### config.mk
export PLATFORM = sky130hd
export DESIGN_NAME = alpha_blend_blit
export DESIGN_NICKNAME = d
export VERILOG_FILES = /design/src/rtl/abb_pkg.sv /design/src/rtl/abb_ctrl.sv /design/src/rtl/abb_chan_stage.sv /design/src/rtl/alpha_blend_blit.sv
export SDC_FILE = /design/constraint.sdc
export NUM_CORES = 2
export LEC_CHECK = 0
export BUFFER_PORTS_ARGS = -buffer_cell sky130_fd_sc_hd__buf_2
export CORE_MARGIN = 4
export CORE_UTILIZATION = 60
export CTS_BUF_LIST = sky130_fd_sc_hd__clkbuf_4 sky130_fd_sc_hd__clkbuf_8 sky130_fd_sc_hd__clkbuf_16
export CTS_CLUSTER_SIZE = 30
export DETAILED_ROUTE_END_ITERATION = 6
export PLACE_DENSITY = 0.74
export SETUP_SLACK_MARGIN = 0.05
export SLEW_MARGIN = 20
export SYNTH_ARGS = -nofsm -noshare
export SYNTH_HDL_FRONTEND = slang
export SYNTH_SLANG_ARGS = --single-unit
export TNS_END_PERCENT = 10
### constraint.sdc
create_clock -name clock -period 10.1 [get_ports clock]
set_clock_uncertainty 0.2 [all_clocks]
set_input_delay 0.505 -clock clock [delete_from_list [all_inputs] [get_ports clock]]
set_output_delay 0.505 -clock clock [all_outputs]
set_load 0.01 [all_outputs]
### src/rtl/abb_pkg.sv
`timescale 1ns / 1ps
`default_nettype none

package abb_pkg;

   localparam int MAX_SURFACE_DIM = 4096;
   localparam int BYTES_PER_PIXEL = 4;

   localparam int DIM_W  = $clog2(MAX_SURFACE_DIM);
   localparam int SIZE_W = DIM_W + 1;
   localparam int PIX_W  = 32;
   localparam int IDX_W  = 24;
   localparam int BYTE_W = 8;
   localparam int POS_W  = $clog2(BYTES_PER_PIXEL);
   localparam int CSR_INDEX_W = 3;
   localparam int CSR_DATA_W  = SIZE_W;

   localparam logic [BYTE_W-1:0] ALPHA_OPAQUE = 8'hFF;
   localparam logic [BYTE_W-1:0] BYTE_MAX     = 8'hFF;

   typedef enum logic [CSR_INDEX_W-1:0] {
      CSR_BLEND_ENABLE       = 3'd0,
      CSR_CHANNEL_ORDER      = 3'd1,
      CSR_RECT_WIDTH         = 3'd2,
      CSR_RECT_HEIGHT        = 3'd3,
      CSR_DEST_SURFACE_WIDTH = 3'd4,
      CSR_DEST_ORIGIN_X      = 3'd5,
      CSR_DEST_ORIGIN_Y      = 3'd6
   } csr_index_type;

   typedef enum logic [1:0] {
      MODE_COPY   = 2'd0,
      MODE_BLEND  = 2'd1,
      MODE_OPAQUE = 2'd2
   } chan_mode_type;

   typedef struct packed {
      logic [SIZE_W-1:0] rect_width;
      logic [SIZE_W-1:0] rect_height;
      logic [SIZE_W-1:0] surf_width;
      logic [DIM_W-1:0]  origin_x;
      logic [DIM_W-1:0]  origin_y;
   } geom_type;

   typedef struct packed {
      logic [PIX_W-1:0] src;
      logic [PIX_W-1:0] px;
      logic [IDX_W-1:0] idx;
      logic             last;
   } pix_item_type;

   function automatic logic [BYTE_W-1:0] get_byte(input logic [PIX_W-1:0] px,
                                                  input logic [POS_W-1:0] pos);
      return px[{pos, 3'b000} +: BYTE_W];
   endfunction

   function automatic logic [PIX_W-1:0] put_byte(input logic [PIX_W-1:0] px,
                                                 input logic [POS_W-1:0] pos,
                                                 input logic [BYTE_W-1:0] v);
      logic [PIX_W-1:0] r;
      r = px;
      r[{pos, 3'b000} +: BYTE_W] = v;
      return r;
   endfunction

   // floor(x / 255) for x up to 255*255 as (x + 1 + (x >> 8)) >> 8
   function automatic logic [BYTE_W-1:0] blend_byte(input logic [BYTE_W-1:0] d,
                                                    input logic [BYTE_W-1:0] s,
                                                    input logic [BYTE_W-1:0] a);
      logic [2*BYTE_W:0] x;
      logic [2*BYTE_W:0] q;
      x = (2*BYTE_W+1)'(d * (BYTE_MAX - a)) + (2*BYTE_W+1)'(s * a);
      q = x + (2*BYTE_W+1)'(1) + (x >> BYTE_W);
      return q[2*BYTE_W-1:BYTE_W];
   endfunction

   function automatic logic [SIZE_W-1:0] clamp_dim(input logic [SIZE_W-1:0] v);
      if (v == '0) begin
         return SIZE_W'(1);
      end else if (v > SIZE_W'(MAX_SURFACE_DIM)) begin
         return SIZE_W'(MAX_SURFACE_DIM);
      end else begin
         return v;
      end
   endfunction

endpackage

`default_nettype wire

### src/rtl/abb_ctrl.sv
`timescale 1ns / 1ps
`default_nettype none

module abb_ctrl (
   input  wire logic                      clock,
   input  wire logic                      reset,
   input  wire abb_pkg::geom_type         geom,
   input  wire logic                      in_valid,
   output logic                           in_ready,
   input  wire logic [abb_pkg::PIX_W-1:0] in_src,
   input  wire logic [abb_pkg::PIX_W-1:0] in_dst,
   output logic                           out_valid,
   input  wire logic                      out_ready,
   output abb_pkg::pix_item_type          out_item
);

   localparam int PROD_W = 2 * abb_pkg::SIZE_W;

   logic [abb_pkg::DIM_W-1:0]  col_ff, col_in;
   logic [abb_pkg::DIM_W-1:0]  row_ff, row_in;
   logic                       valid_ff, valid_in;
   abb_pkg::pix_item_type      item_ff, item_in;

   logic [abb_pkg::SIZE_W-1:0] w_clamped, h_clamped;
   logic [abb_pkg::DIM_W-1:0]  w_last, h_last;
   logic                       col_end, row_end;
   logic [abb_pkg::DIM_W:0]    row_abs;
   logic [PROD_W-1:0]          line_start;
   logic                       accept;

   assign in_ready  = !valid_ff || out_ready;
   assign accept    = in_valid && in_ready;
   assign out_valid = valid_ff;
   assign out_item  = item_ff;

   always_comb begin
      w_clamped = abb_pkg::clamp_dim(geom.rect_width);
      h_clamped = abb_pkg::clamp_dim(geom.rect_height);
      w_last    = abb_pkg::DIM_W'(w_clamped - abb_pkg::SIZE_W'(1));
      h_last    = abb_pkg::DIM_W'(h_clamped - abb_pkg::SIZE_W'(1));
      col_end   = col_ff >= w_last;
      row_end   = row_ff >= h_last;

      row_abs    = {1'b0, geom.origin_y} + {1'b0, row_ff};
      line_start = PROD_W'(row_abs) * PROD_W'(geom.surf_width);

      item_in.src  = in_src;
      item_in.px   = in_dst;
      item_in.idx  = abb_pkg::IDX_W'(line_start + PROD_W'(geom.origin_x) + PROD_W'(col_ff));
      item_in.last = col_end && row_end;

      col_in = col_ff;
      row_in = row_ff;
      if (accept) begin
         if (col_end) begin
            col_in = '0;
            row_in = row_end ? '0 : row_ff + abb_pkg::DIM_W'(1);
         end else begin
            col_in = col_ff + abb_pkg::DIM_W'(1);
         end
      end

      valid_in = in_ready ? in_valid : valid_ff;
   end

   always_ff @(posedge clock) begin
      if (reset) begin
         col_ff   <= '0;
         row_ff   <= '0;
         valid_ff <= 1'b0;
      end else begin
         col_ff   <= col_in;
         row_ff   <= row_in;
         valid_ff <= valid_in;
      end
   end

   always_ff @(posedge clock) begin
      if (accept) begin
         item_ff <= item_in;
      end
   end

endmodule

`default_nettype wire

### src/rtl/abb_chan_stage.sv
`timescale 1ns / 1ps
`default_nettype none

module abb_chan_stage (
   input  wire logic                      clock,
   input  wire logic                      reset,
   input  wire logic [abb_pkg::POS_W-1:0] pos,
   input  wire logic [abb_pkg::POS_W-1:0] alpha_pos,
   input  wire abb_pkg::chan_mode_type    mode,
   input  wire logic                      in_valid,
   output logic                           in_ready,
   input  wire abb_pkg::pix_item_type     in_item,
   output logic                           out_valid,
   input  wire logic                      out_ready,
   output abb_pkg::pix_item_type          out_item
);

   logic                        valid_ff, valid_in;
   abb_pkg::pix_item_type       item_ff, item_in;
   logic [abb_pkg::BYTE_W-1:0]  a, d, s, v;
   logic                        accept;

   assign in_ready  = !valid_ff || out_ready;
   assign accept    = in_valid && in_ready;
   assign out_valid = valid_ff;
   assign out_item  = item_ff;

   // d comes from the pixel as left by earlier channels, so colliding positions chain
   always_comb begin
      a = abb_pkg::get_byte(in_item.src, alpha_pos);
      d = abb_pkg::get_byte(in_item.px, pos);
      s = abb_pkg::get_byte(in_item.src, pos);
      case (mode)
         abb_pkg::MODE_COPY:   v = s;
         abb_pkg::MODE_BLEND:  v = abb_pkg::blend_byte(d, s, a);
         abb_pkg::MODE_OPAQUE: v = abb_pkg::ALPHA_OPAQUE;
         default:              v = s;
      endcase
      item_in    = in_item;
      item_in.px = abb_pkg::put_byte(in_item.px, pos, v);
      valid_in   = in_ready ? in_valid : valid_ff;
   end

   always_ff @(posedge clock) begin
      if (reset) begin
         valid_ff <= 1'b0;
      end else begin
         valid_ff <= valid_in;
      end
   end

   always_ff @(posedge clock) begin
      if (accept) begin
         item_ff <= item_in;
      end
   end

endmodule

`default_nettype wire

### src/rtl/alpha_blend_blit.sv
`timescale 1ns / 1ps
`default_nettype none

// Rectangle blit with optional alpha blend over 32-bit four-channel pixels. Each req transaction
// carries a source pixel and the destination pixel it lands on, in raster order over the
// rectangle; each rsp transaction returns the new destination pixel, its linear index in the
// destination surface and tlast on the final pixel of the rectangle. One pixel pair is taken
// every cycle unless rsp_tready back-pressure has filled the pipe. Each pixel passes through
// a registered stage for the column/row counters and the index multiply, then one stage per
// channel (red, green, blue, alpha), each colour stage holding a single 8x8 blend and the
// alpha stage forcing alpha opaque or copying it. Every stage has its own valid flag, so bubbles
// close up under back-pressure. Write the csr registers only while no pixel is in flight;
// counters keep their values across writes and restart after each tlast.

module alpha_blend_blit (
   input  wire logic                            clock,
   input  wire logic                            reset,
   input  wire logic                            req_tvalid,
   output logic                                 req_tready,
   input  wire logic [63:0]                     req_tdata,  // source_pixel, current_dest_pixel
   output logic                                 rsp_tvalid,
   input  wire logic                            rsp_tready,
   output logic [55:0]                          rsp_tdata,  // result_pixel, dest_pixel_index
   output logic                                 rsp_tlast,
   input  wire logic                            csr_we,
   input  wire logic [abb_pkg::CSR_INDEX_W-1:0] csr_index,
   input  wire logic [abb_pkg::CSR_DATA_W-1:0]  csr_wdata
);

   localparam int NSTAGE = abb_pkg::BYTES_PER_PIXEL;

   logic                        blend_en_ff;
   logic [7:0]                  channel_order_ff;
   abb_pkg::geom_type           geom_ff;

   logic                        valid [0:NSTAGE];
   logic                        ready [0:NSTAGE];
   abb_pkg::pix_item_type       item  [0:NSTAGE];

   always_ff @(posedge clock) begin
      if (reset) begin
         blend_en_ff         <= 1'b0;
         channel_order_ff    <= 8'd228;
         geom_ff.rect_width  <= abb_pkg::SIZE_W'(1);
         geom_ff.rect_height <= abb_pkg::SIZE_W'(1);
         geom_ff.surf_width  <= abb_pkg::SIZE_W'(1);
         geom_ff.origin_x    <= '0;
         geom_ff.origin_y    <= '0;
      end else if (csr_we) begin
         case (abb_pkg::csr_index_type'(csr_index))
            abb_pkg::CSR_BLEND_ENABLE:       blend_en_ff         <= csr_wdata[0];
            abb_pkg::CSR_CHANNEL_ORDER:      channel_order_ff    <= csr_wdata[7:0];
            abb_pkg::CSR_RECT_WIDTH:         geom_ff.rect_width  <= csr_wdata;
            abb_pkg::CSR_RECT_HEIGHT:        geom_ff.rect_height <= csr_wdata;
            abb_pkg::CSR_DEST_SURFACE_WIDTH: geom_ff.surf_width  <= csr_wdata;
            abb_pkg::CSR_DEST_ORIGIN_X:
               geom_ff.origin_x <= csr_wdata[abb_pkg::DIM_W-1:0];
            abb_pkg::CSR_DEST_ORIGIN_Y:
               geom_ff.origin_y <= csr_wdata[abb_pkg::DIM_W-1:0];
            default: ;
         endcase
      end
   end

   abb_ctrl u_ctrl (
      .clock     (clock),
      .reset     (reset),
      .geom      (geom_ff),
      .in_valid  (req_tvalid),
      .in_ready  (req_tready),
      .in_src    (req_tdata[31:0]),
      .in_dst    (req_tdata[63:32]),
      .out_valid (valid[0]),
      .out_ready (ready[0]),
      .out_item  (item[0])
   );

   // channels in order red, green, blue, alpha; every blend reads alpha from the source pixel
   for (genvar c = 0; c < NSTAGE; c++) begin : g_chan
      abb_pkg::chan_mode_type mode;

      if (c == NSTAGE - 1) begin : g_alpha
         assign mode = blend_en_ff ? abb_pkg::MODE_OPAQUE : abb_pkg::MODE_COPY;
      end else begin : g_colour
         assign mode = blend_en_ff ? abb_pkg::MODE_BLEND : abb_pkg::MODE_COPY;
      end

      abb_chan_stage u_stage (
         .clock     (clock),
         .reset     (reset),
         .pos       (channel_order_ff[2*c +: 2]),
         .alpha_pos (channel_order_ff[7:6]),
         .mode      (mode),
         .in_valid  (valid[c]),
         .in_ready  (ready[c]),
         .in_item   (item[c]),
         .out_valid (valid[c+1]),
         .out_ready (ready[c+1]),
         .out_item  (item[c+1])
      );
   end

   assign ready[NSTAGE] = rsp_tready;
   assign rsp_tvalid    = valid[NSTAGE];
   assign rsp_tdata     = {item[NSTAGE].idx, item[NSTAGE].px};
   assign rsp_tlast     = item[NSTAGE].last;

   // the pipe only refuses input when every stage is full and the output is stalled
   assert property (@(posedge clock) disable iff (reset)
      !req_tready |-> (rsp_tvalid && !rsp_tready))
      else $error("input stalled while pipeline has room");

   assert property (@(posedge clock) disable iff (reset)
      (rsp_tvalid && blend_en_ff) |->
         (abb_pkg::get_byte(rsp_tdata[31:0], channel_order_ff[7:6]) == abb_pkg::ALPHA_OPAQUE))
      else $error("blended pixel alpha not opaque");

   assert property (@(posedge clock)
      reset |=> !rsp_tvalid)
      else $error("result valid straight after reset");

endmodule

`default_nettype wire
# Word-level counts from Yosys, hierarchy flattened
# Index checks and enable logic that the tools add are counted.
# word_totals
output_inout_bits	59
word_cells	145
reg_bits	514
# classes
shifts	19
n_eq_ne	10
n_reduce_logical	27
n_addsub	27
mul	9
magnitude_cmp	4
n_mux	16
# op_table
cell	count
32-bit by 6-bit variable part select with 8-bit output	11
32-bit bitwise mux	4
8-bit by 7-bit variable shift with 32-bit output (first input constant)	4
8-bit by 7-bit variable part select with 32-bit output	4
12-bit two-way mux	6
17-bit by 16-bit adder with 17-bit output	4
8-bit by 17-bit multiplier with 17-bit output	4
16-bit by 1-bit adder with 16-bit output (second input constant)	4
16-bit by 9-bit adder with 16-bit output	4
8-bit by 8-bit multiplier with 16-bit output	4
8-bit one-hot mux with 2 select lines	4
24-bit by 12-bit adder with 24-bit output	2
8-bit by 8-bit subtractor with 9-bit output (first input constant)	4
5-bit negation with 7-bit output	4
13-bit greater-than comparator (second input constant)	2
13-bit zero test	2
12-bit by 1-bit adder with 12-bit output (second input constant)	2
12-bit greater-or-equal comparator	2
13-bit by 13-bit multiplier with 24-bit output	1
12-bit by 1-bit subtractor with 12-bit output (second input constant)	2
2-bit AND reduction	8
12-bit by 12-bit adder with 13-bit output	1
3-bit equality test (second input constant)	3
3-bit by 2-bit equality test with 1-bit output (second input constant)	2
other kinds (11)	24

# Depth between registers and ports, before layout
# logic_depth
depth_word	9
ltp_mapped	40
ltp_nobuf	35

# Hierarchy
# A second synthesis with hierarchy kept.
# hier_totals
hier_cells	4972
hier_area_um2	52085.0
# by_module_without_submodules
module	instances	seq_area_each_um2	area_each_um2	cells_per_inst
abb_chan_stage at g_chan[0].u_stage ...	2	2692.6	9361.5	903
abb_ctrl	1	3173.0	11476.0	1124
abb_chan_stage at g_chan[3].u_stage	1	2692.6	9643.0	919
abb_chan_stage at g_chan[2].u_stage	1	2692.6	9252.6	855
alpha_blend_blit	1	1441.4	2990.4	268

# Least setup slack after synthesis
# No wires, ideal clock.
# synth_timing
path_kind	register to register
startpoint	reg channel_order_ff[6]
endpoint	reg g_chan[1].u_stage.item_ff (netlist bit g_chan[1].u_stage.out_item[32]), data pin
t_arrival_ns	8.491
required_ns	9.625
n_path_buf	5
stages_incl_launch_ff	38
path_slack_ns	1.133
setup_time_ns	0.275
path_cell_list	dfxtp_1 -> buf_6 -> clkbuf_1 -> buf_1 -> mux2i_1 -> nand2_1 -> o21ai_0 -> clkbuf_1 -> nand2_1 -> fa_1 -> fa_1 -> inv_1 -> fa_1 -> fa_1 -> fa_1 -> inv_1 -> fa_1 -> inv_1 -> [2 not listed] -> nor3_1 -> a211oi_2 -> a31o_2 -> o21a_1 -> nor2_1 -> nor2b_1 -> o21ai_0 -> nor2b_1 -> xnor2_1 -> ha_1 -> clkbuf_1 -> a211oi_1 -> nand2_1 -> a31o_4 -> o311ai_4 -> nor3_4 -> xnor2_2 -> o221ai_1
# synth_lines
item	line_no	source
start: declaration	alpha_blend_blit.sv:33	logic [7:0] channel_order_ff;
start signal: assignment	alpha_blend_blit.sv:52	abb_pkg::CSR_CHANNEL_ORDER: channel_order_ff <= csr_wdata[7:0];
end signal: assignment	abb_chan_stage.sv:54	item_ff <= item_in;
end: declaration	abb_chan_stage.sv:19	abb_pkg::pix_item_type item_ff, item_in;

==> impl_results.md <==
* Post-synthesis simple-gate area fraction at 12.88%
* Clock transition at path regs at 60 ps
* Final min period at 9422 ps
* Reg2Reg Depth at 29
* #FFs+latches synth at 514
* Io pins at 144
* Hold Crit Start: csr_wdata[12]
* Share of layout cells above drive strength 1 at 10.11%
* FF-to-FF Start: channel_order_ff[4]
* Synth warnings at 0
* Ys async rst share at 0%
* Fin Hold WS at 27.32 ps
* Setup violators final at 0
* Synth Area in XOR/XNOR at 2.525%
* Number of synthesized flops with an enable pin at 413
* Die height at 276.7 um
* Sequential fraction of the synthesis area at 33.30%
* Clock sink count at 514
* Buffers on Ports at 143
* Vias in the first global route at 31,952
* CTS Hold Bufs at 65
* Setup crit start kind: flop
* HP Class: input port to flop
* Placed Cells incl. Taps at 5,245
* Worst skew pair latency at 610 ps
* Reg-to-Reg End: g_chan[2].u_stage.out_item[56]
* GPL Wtd Cong at 0.9782
* Max frequency at 0.1061 GHz
* TritonRoute pass-1 iters at 6
* Iteration-0 DRC Markers at 3,029
* Largest family of logic cells by synthesized area: adder cells
* Compound-Gate Fraction of Synth Area at 9.582%
* Hpwl dp at 85,420 um
* Rel. slew slack at 24.79%
* CORE AREA at 71,490 um2
* Starting Density at 60.59%
* Final slew viol count at 0
* H-tree depth at 2
* Max incr delay on CP at 770 ps
* P&R area growth vs syn at 10.48%
* Final-report hold violation count at 0
* Post-synth top area share at 28.63%
* Global-route wire length before repair at 178,300 um
* Crit Path Class: flop to flop
* WHS Path Cells at 3
* Finished Layout Cells at 5,413
* Mux contribution to synthesized area at 4.330%
* Largest net degree at the start of global routing at 85
* Synth top area cells: edfxtp_1 29%, fa_1 20%, ha_1 10%
* Die area at 76,550 um2
* Crit share post-route at 93.29%
* Row cnt at 98
* Filler instances at 5,456
* Max cap viols at 0
* TritonCTS clock tree: yes
* Main flop type after synthesis: edfxtp_1
* Post-route DRC at 0
* Number of CTS-inserted buffers at 54
* Cts repair resizes at 0
* Gr usage total at 29.29%
* Critical path capture point type: flop
* Crit path DAT at 9570 ps
* Cell Area, Synth at 43,310 um2
* Data required, critical path at 10,250 ps
* Root Driver: clkbuf_16
* R2r setup slk at 680 ps
* DIE WIDTH at 276.7 um
* Post-CTS Setup Bufs at 0
* Least-Margin Pin Slew at 1121 ps
* Area of the multi-input gates at 25,790 um2
* Antenna-violating nets left at 0
* Slowest cell on crit path: dfxtp_1
* Layout net count at 5,282
* RSZ-0062 raised after global routing: no
* Register area at 14,430 um2
* CP max FO at 15
* CTS Buffer Depth at 3
* Initial antenna violation count at 1
* Run status: complete, no violations
* Post-synthesis cell count at 4,207
* Mean Syn Cell Area at 10.30 um2
* GRT overflow at 0
* Hold worst-path end: geom_ff[62]
* Post-Route Setup TNS at 0 ps
* Cell taking the most area after synthesis: edfxtp_1
* Vias at 31,671
* Detailed Route WL at 111,300 um
* Count of cell types in the netlist at 102
* Synth Area in Adders at 30.09%
* Avg WL per Cell at 20.57 um
* Vias/cell at 5.851
==> flip-flops by register name (all words and copies together) (netlist names) <==
register                  flops
g_chan.u_stage.out_valid      4
u_ctrl.out_item              89
u_ctrl.out_valid              1
u_ctrl.row_ff                12
channel_order_ff              8
geom_ff                      63
g_chan.u_stage.out_item     324
u_ctrl.col_ff                12
blend_en_ff                   1
==> cell type report <==
class,count,share of cell area [%]
Multi-Input combinational cell,2860,53.90
Sequential cell,514,30.16
Inverter,705,5.530
Timing Repair Buffer,282,4.058
Clock buffer,76,3.318
Tap cell,950,2.484
Clock inverter,25,0.5439
Antenna cell,1,0.005230
==> worst max-delay path, delay by kind of cell (launching register included) <==
family	cells	cell delay [ps]
compound gates	10	2570
xor+xnor	1	370
fa+ha+maj	9	3990
buf+inv	6	810
flops	1	770
simple gates	3	480
==> layout by cell type, fill, tap and decap left out, types with 70 or more instances in the layout <==
master / instances
o21ai_0: 70
a21oi_1: 146
fa_1: 433
ha_1: 347
buf_4: 73
nor2_1: 339
and2_1: 104
edfxtp_1: 413
dfxtp_1: 98
inv_1: 702
buf_2: 143
nand2_1: 483
==> layer usage <==
layer	wire [um]	GRT usage [%]	vias to the layer above
met5	0	0	-
met4	3855	8.896	0
met3	9798	5.227	259
met2	51180	46.47	1440
met1	46500	41.74	15521
li1	-	-	14451
==> cell families after synthesis <==
logic type | after synthesis
other cells | 1
xor+xnor | 111
flops | 514
mux | 141
compound gates | 601
buf+inv | 835
fa+ha+maj | 782
simple gates | 1222
==> cell usage after synthesis, drive strengths merged, types with 9 or more instances <==
master / count
o211ai: 11
edfxtp: 413
a211o: 10
nor3: 35
inv: 702
and2: 104
fa: 433
a22oi: 9
nand2b: 61
o22ai: 35
and3: 17
or3: 15
nand3: 48
xnor2: 68
nor2b: 42
mux2: 48
mux4: 31
o21a: 46
o21bai: 17
a21oi: 148
nor2: 343
o32ai: 18
buf: 24
dfxtp: 101
clkbuf: 106
a31oi: 9
xor2: 37
nand2: 483
nand4: 22
or2: 17
o2bb2ai: 21
mux2i: 62
ha: 347
a211oi: 13
o21ai: 118
a21o: 38
o221ai: 27
==> metrics by stage <==
step | area (um2) | worst slack [ps] | util, %
2_1_floorplan | 43320 | 1133 | -
3_3_place_gp | 45320 | 959.8 | 63.40
3_5_place_dp | 45320 | 786.4 | 63.40
4_1_cts | 47820 | 779.9 | 66.90
5_1_grt | 47850 | 147.3 | 66.94
6_report | 47850 | 677.7 | 66.94
==> how the worst max path moves through the flow <==
stage	start	endpoint	slack (ps)	depth (start not counted)
6_report	channel_order_ff[4]	g_chan[2].u_stage.out_item[56]	680	29
5_1_grt	channel_order_ff[4]	g_chan[2].u_stage.out_item[35]	150	31
4_1_cts	channel_order_ff[4]	g_chan[2].u_stage.out_item[32]	780	29
3_5_place_dp	channel_order_ff[4]	g_chan[2].u_stage.out_item[56]	790	29
3_3_place_gp	channel_order_ff[4]	g_chan[2].u_stage.out_item[48]	960	29
2_1_floorplan	channel_order_ff[6]	g_chan[1].u_stage.out_item[32]	1130	37
Power is not shown: default switching activity piles up to over one toggle a cycle in this logic, so the estimate is an artifact.
